$ cat src/hdl/amdtrs_pkg.sv
// Shared constants and types for the affine matrix decomposition pipeline.
package amdtrs_pkg;
   localparam int SQ_STEPS = 32;                 // root bits of the 64-bit square root
   localparam int SQ_LAT   = SQ_STEPS;
   localparam int QB       = 31;                 // quotient bits of the divider
   localparam int DIV_LAT  = QB + 1;             // setup stage plus one bit per stage
   localparam int LA_LAT   = 2 + SQ_LAT;         // squares, sums, root
   localparam int RSP_LAT  = LA_LAT + DIV_LAT + 3 + SQ_LAT + DIV_LAT + 1;

   localparam logic [31:0] ONE_Q30 = 32'h4000_0000;

   typedef logic [1:0] axis_type;
   localparam axis_type AXIS_X = 2'd0;
   localparam axis_type AXIS_Y = 2'd1;
   localparam axis_type AXIS_Z = 2'd2;

   typedef struct packed {
      logic [2:0][31:0] move;
      logic [8:0][31:0] elem;   // index row*3+col
   } side_a_type;

   typedef struct packed {
      logic [2:0][31:0] move;
      logic [2:0][31:0] len;
      logic             bad;
   } side_b_type;

   typedef struct packed {
      logic [2:0][31:0] move;
      logic [2:0][31:0] len;
      logic             bad;
      logic             trace_pos;
      axis_type         axis;
      logic [2:0]       dneg;
      logic [2:0][31:0] dmag;
   } side_c_type;

   typedef struct packed {
      logic [2:0][31:0] move;
      logic [2:0][31:0] len;
      logic             bad;
      logic             trace_pos;
      axis_type         axis;
      logic [31:0]      root;
   } side_d_type;
endpackage

$ cat src/hdl/amdtrs_div.sv
// Pipelined unsigned restoring divider, 31 quotient bits with overflow flag.
module amdtrs_div
   import amdtrs_pkg::*;
(
   input  logic          clock,
   input  logic          neg_in,
   input  logic [61:0]   mag,
   input  logic [31:0]   den,
   output logic [QB-1:0] quot,
   output logic          neg_out,
   output logic          ovf
);
   logic [32:0]   rem_ff  [DIV_LAT];
   logic [QB-1:0] low_ff  [DIV_LAT];
   logic [QB-1:0] q_ff    [DIV_LAT];
   logic [31:0]   den_ff  [DIV_LAT];
   logic          neg_ff  [DIV_LAT];
   logic          ovf_ff  [DIV_LAT];
   logic [32:0]   rem_in  [DIV_LAT];
   logic [QB-1:0] q_in    [DIV_LAT];

   // setup stage: high part of the dividend is the first partial remainder
   always_comb begin
      logic [32:0] rn;
      rem_in[0] = {2'b00, mag[61:QB]};
      q_in[0]   = '0;
      for (int s = 1; s < DIV_LAT; s++) begin
         rn = {rem_ff[s-1][31:0], low_ff[s-1][QB-1]};
         if (rn >= {1'b0, den_ff[s-1]}) begin
            rem_in[s] = rn - {1'b0, den_ff[s-1]};
            q_in[s]   = {q_ff[s-1][QB-2:0], 1'b1};
         end else begin
            rem_in[s] = rn;
            q_in[s]   = {q_ff[s-1][QB-2:0], 1'b0};
         end
      end
   end

   always_ff @(posedge clock) begin
      rem_ff[0] <= rem_in[0];
      q_ff[0]   <= q_in[0];
      low_ff[0] <= mag[QB-1:0];
      den_ff[0] <= den;
      neg_ff[0] <= neg_in;
      ovf_ff[0] <= ({2'b00, mag[61:QB]} >= {1'b0, den});
      for (int s = 1; s < DIV_LAT; s++) begin
         rem_ff[s] <= rem_in[s];
         q_ff[s]   <= q_in[s];
         low_ff[s] <= {low_ff[s-1][QB-2:0], 1'b0};
         den_ff[s] <= den_ff[s-1];
         neg_ff[s] <= neg_ff[s-1];
         ovf_ff[s] <= ovf_ff[s-1];
      end
   end

   assign quot    = q_ff[DIV_LAT-1];
   assign neg_out = neg_ff[DIV_LAT-1];
   assign ovf     = ovf_ff[DIV_LAT-1];
endmodule

$ cat config.mk
export PLATFORM = sky130hd
export DESIGN_NAME = amdtrs_div
export DESIGN_NICKNAME = d
export VERILOG_FILES = /design/src/hdl/amdtrs_pkg.sv /design/src/hdl/amdtrs_div.sv
export SDC_FILE = /design/constraint.sdc
export NUM_CORES = 2
export LEC_CHECK = 0
export BUFFER_PORTS_ARGS = -buffer_cell sky130_fd_sc_hd__buf_4
export CAP_MARGIN = 20
export CORE_AREA = 3 3 440 659
export DETAILED_ROUTE_END_ITERATION = 7
export DIE_AREA = 0 0 443 662
export MAX_ROUTING_LAYER = met4
export PLACE_DENSITY = 0.65
export SLEW_MARGIN = 10
export SYNTH_ARGS = -nofsm -noshare
export SYNTH_HDL_FRONTEND = slang
export SYNTH_MEMORY_MAX_BITS = 65536
export SYNTH_SLANG_ARGS = --single-unit
$ cat constraint.sdc
create_clock -name clock -period 6.2 [get_ports clock]
set_input_delay 1.86 -clock clock [delete_from_list [all_inputs] [get_ports clock]]
set_output_delay 1.86 -clock clock [all_outputs]
set_load 0.01 [all_outputs]
==> flow_metrics.tcl <==
set metrics [dict create \
    status "complete, no violations" \
    grt_pass1_vias 91880 \
    hp-start "low_ff[0][387]$_DFF_P_" \
    async_flop_share 0 \
    die_area_sq_um 293300 \
    worstHoldEndpoint "low_ff[0][419]$_DFF_P_" \
    synth_edf_count 0 \
    clk_pin_slew_ns 0.06 \
    p_sw_frac 0.3784 \
    post-route-period-util 0.7564 \
    finish.utilization 0.4940 \
    hold_path.class "reg2reg" \
    tightestPinTransition_ns 1.176 \
    r2r_end "rem_ff[0][235]$_DFF_P_" \
    crit_type "reg2reg" \
    synth_seq_cells 3039 \
    grt_pass1_wl_mm 478.8 \
    cts_setup_buffers 0 \
    cts_resized 0 \
    min_delay_path_depth 0 \
    syn_nets 14060 \
    reg2reg_slack_ns 1.51 \
    power.density_nw_per_um2 614.0 \
    clkSinkCount 3039 \
    pwr-share-seq 0.326 \
    critPathRequiredTime_ns 6.96 \
    syn_area_per_cell_sq_um 9.680 \
    vias 88770 \
    clockBufferDepth 4 \
    postRouteAntennaNets 0 \
    die_w_um 443 \
    synth-xor-area-share 0.05749 \
    maxSlewViolCount 0 \
    tns_ns 0 \
    max_freq_mhz 213.2 \
    cts_tree "built" \
    viasPerCell 5.167 \
    coreArea_sq_um 285000 \
    cts_max_level 5 \
    drcViolationCount 0 \
    fin_nets 14210 \
    peakVddDrop_v 0.0002683 \
    synth_top_family_by_area "compound AO/OA/AOI/OAI gates" \
    fin_area_sq_um 140800 \
    gp_congestion 0.9802 \
    synthMuxAreaShare 0.03251 \
    cp-end-kind "flip-flop" \
    ys_dominant_reg_cell "dfxtp_1" \
    globalRoute.totalOverflow 0 \
    drt-initial-drc-count 3552 \
    drv_cap 0 \
    worstRegToRegCells 13 \
    root_buffer "clkbuf_16" \
    worstPathArrival_ns 5.45 \
    clock_latency_ns 0.88 \
    switching_power_mw 32.71 \
    slew_headroom 0.1957 \
    post-place-ws_ns 1.541 \
    dpl_cell_area_sq_um 129900 \
    synth-compound-area-share 0.1643 \
    crit-reg2reg-launch "den_ff[0][193]$_DFF_P_" \
    ys_types 98 \
    cellLeakagePower_nw 64.79 \
    setup_slack_ns 1.511 \
    port_buffers 128 \
    hpwlAfterDp_mm 248.9 \
    synth_cells 12910 \
    skew_ns 0.05417 \
    ctsHoldBuffers 0 \
    first_pass_iters 6 \
    wl_per_cell_um 18.14 \
    synthAdderAreaFrac 0.1073 \
    initial_core_util 0.4384 \
    die_h_um 662 \
    setup_viol 0 \
    ios 129 \
    synth-simple-area-share 0.1010 \
    synth_area_sq_um 124900 \
    drive_above_1_share 0.08362 \
    p_clk_frac 0.222 \
    holdWs_ns 0.3019 \
    ys_warn_count 0 \
    startpoint "den_ff[0][193]$_DFF_P_" \
    hold_viol_final 0 \
    internal-power_mw 53.73 \
    ys_seq_area_frac 0.4870 \
    track_usage 0.2139 \
    startpoint_type "flip-flop" \
    fillers 26540 \
    grt_max_degree 65 \
    combPwrFrac 0.451 \
    numCtsBuffers 304 \
    finalWirelength_mm 311.6 \
    worstPathMaxFanout 53 \
    syn_to_final_growth_pct 12.69 \
    fp-row-count 240 \
    rsz0062_at_grt "false" \
    antenna_found_initial 13 \
    period_needed_ns 4.689 \
]
[cell type report]
| type | count | area [sq um] | area share |
|---|---|---|---|
| antenna | 129 | 322.8 | 0.002293 |
| clock buffer | 428 | 8919 | 0.06335 |
| clock inverter | 112 | 1620 | 0.01151 |
| inverter | 1284 | 4820 | 0.03423 |
| multi-input combinational | 8236 | 58010 | 0.4120 |
| sequential | 3039 | 60840 | 0.4321 |
| tap | 3751 | 4693 | 0.03334 |
| timing repair buffer | 200 | 1562 | 0.01109 |
[worst max path at each step]
stage	depth (start not counted)	slack (ns)	endpoint
floorplan	13	2.43	ovf_ff[0]$_DFF_P_
global placement	13	1.48	rem_ff[0][235]$_DFF_P_
detailed placement	13	1.54	rem_ff[0][237]$_DFF_P_
CTS	13	1.51	rem_ff[0][238]$_DFF_P_
global route	13	1.40	rem_ff[0][238]$_DFF_P_
finish	13	1.51	rem_ff[0][235]$_DFF_P_
[kinds of logic (layout without fill, tap and decap cells)]
kind of cell / count (synthesis) / after routing
buf+inv: 1631 / 2024
flops: 3039 / 3039
mux: 355 / 355
simple gates: 2687 / 2687
fa+ha+maj: 1053 / 1053
other cells: 0 / 129
compound gates: 3321 / 3321
xor+xnor: 820 / 820
[power by group through the flow]
| stage | Clock (mW) | Combinational, mW | Sequential [mW] |
|---|---|---|---|
| 3_3_place_gp | 0 | 38.3 | 28.6 |
| 6_report | 19.2 | 39.0 | 28.2 |
| 3_5_place_dp | 0 | 38.7 | 28.6 |
| 4_1_cts | 19.8 | 39.0 | 28.2 |
| 5_1_grt | 20.5 | 43.3 | 28.7 |
| 2_1_floorplan | 0 | 29.8 | 27.3 |
[synthesized netlist by cell type (22+ instances only)]
library cell,instances,area [sq um]
or3_1,38,237.7
a31oi_1,105,656.9
a2111oi_0,22,192.7
o21ai_0,799,3999
nand3_1,191,955.9
or2_2,27,168.9
ha_1,1023,12800
a21boi_0,48,360.4
xor2_1,331,2899
nor3_1,108,540.5
o21bai_1,118,885.9
and3_1,91,569.3
dfxtp_1,3039,60840
inv_1,1282,4812
nand2b_1,134,838.3
and2_1,49,306.5
mux2_4,26,390.4
o21a_1,127,953.4
and4_1,24,210.2
a41oi_1,27,236.5
a211oi_1,74,555.5
clkbuf_1,265,994.7
nand4_1,166,1039
nor2b_1,152,950.9
xnor2_1,489,4283
nand2_1,887,3329
buf_2,31,155.2
o211ai_1,33,247.7
a21oi_1,1083,5420
nor2_1,714,2680
nor4_1,38,237.7
buf_4,35,262.8
a211o_1,35,306.5
mux2_2,288,3243
a21o_1,526,3949
o31ai_1,69,518.0
a221oi_1,22,192.7
mux2i_1,27,270.3
o21ai_1,33,165.2
fa_1,30,600.6
[registers in the layout, indices dropped and copies added, names as in the netlist]
register and flops:
neg_ff 32, ovf_ff 32, low_ff 496, den_ff 992, rem_ff 991, q_ff 496
[placed cells by master, fill, tap and decap left out, types with 129 or more instances in the layout]
cell,count
a21o_1,526
a21oi_1,1081
buf_4,194
clkbuf_16,308
dfxtp_1,3039
diode_2,129
ha_1,1023
inv_1,1282
mux2_2,288
nand2_1,887
nand2b_1,134
nand3_1,190
nand4_1,166
nor2_1,714
nor2b_1,152
o21ai_0,798
xnor2_1,489
xor2_1,331
[metrics by stage]
stage | instances | total power, mW
floorplan | 12910 | 57.10
global placement | 16510 | 66.96
detailed placement | 16510 | 67.36
CTS | 17050 | 86.99
global route | 17180 | 92.55
finish | 17180 | 86.43
[worst max-delay path, stage by stage (launching register included)]
cell and delay [ns]:
dfxtp_1 0.36, inv_1 0.06, ha_1 0.28, nor2b_1 0.13, o21ai_0 0.21, a21boi_0 0.18, o31ai_1 0.61, a21oi_1 0.33
a221oi_1 0.64, o21ai_0 0.29, a21oi_1 0.49, o41ai_2 0.22, buf_4 0.32, mux2_2 0.36
[layer usage]
metal | vias up | routed length, um | GRT usage
met5 | - | 0 | -
met4 | 0 | 35590 | 0.2105
met3 | 1137 | 8534 | 0.02712
met2 | 1685 | 178500 | 0.4378
met1 | 41210 | 88980 | 0.1476
li1 | 44730 | - | -
Power figures use the tool's default switching activity.
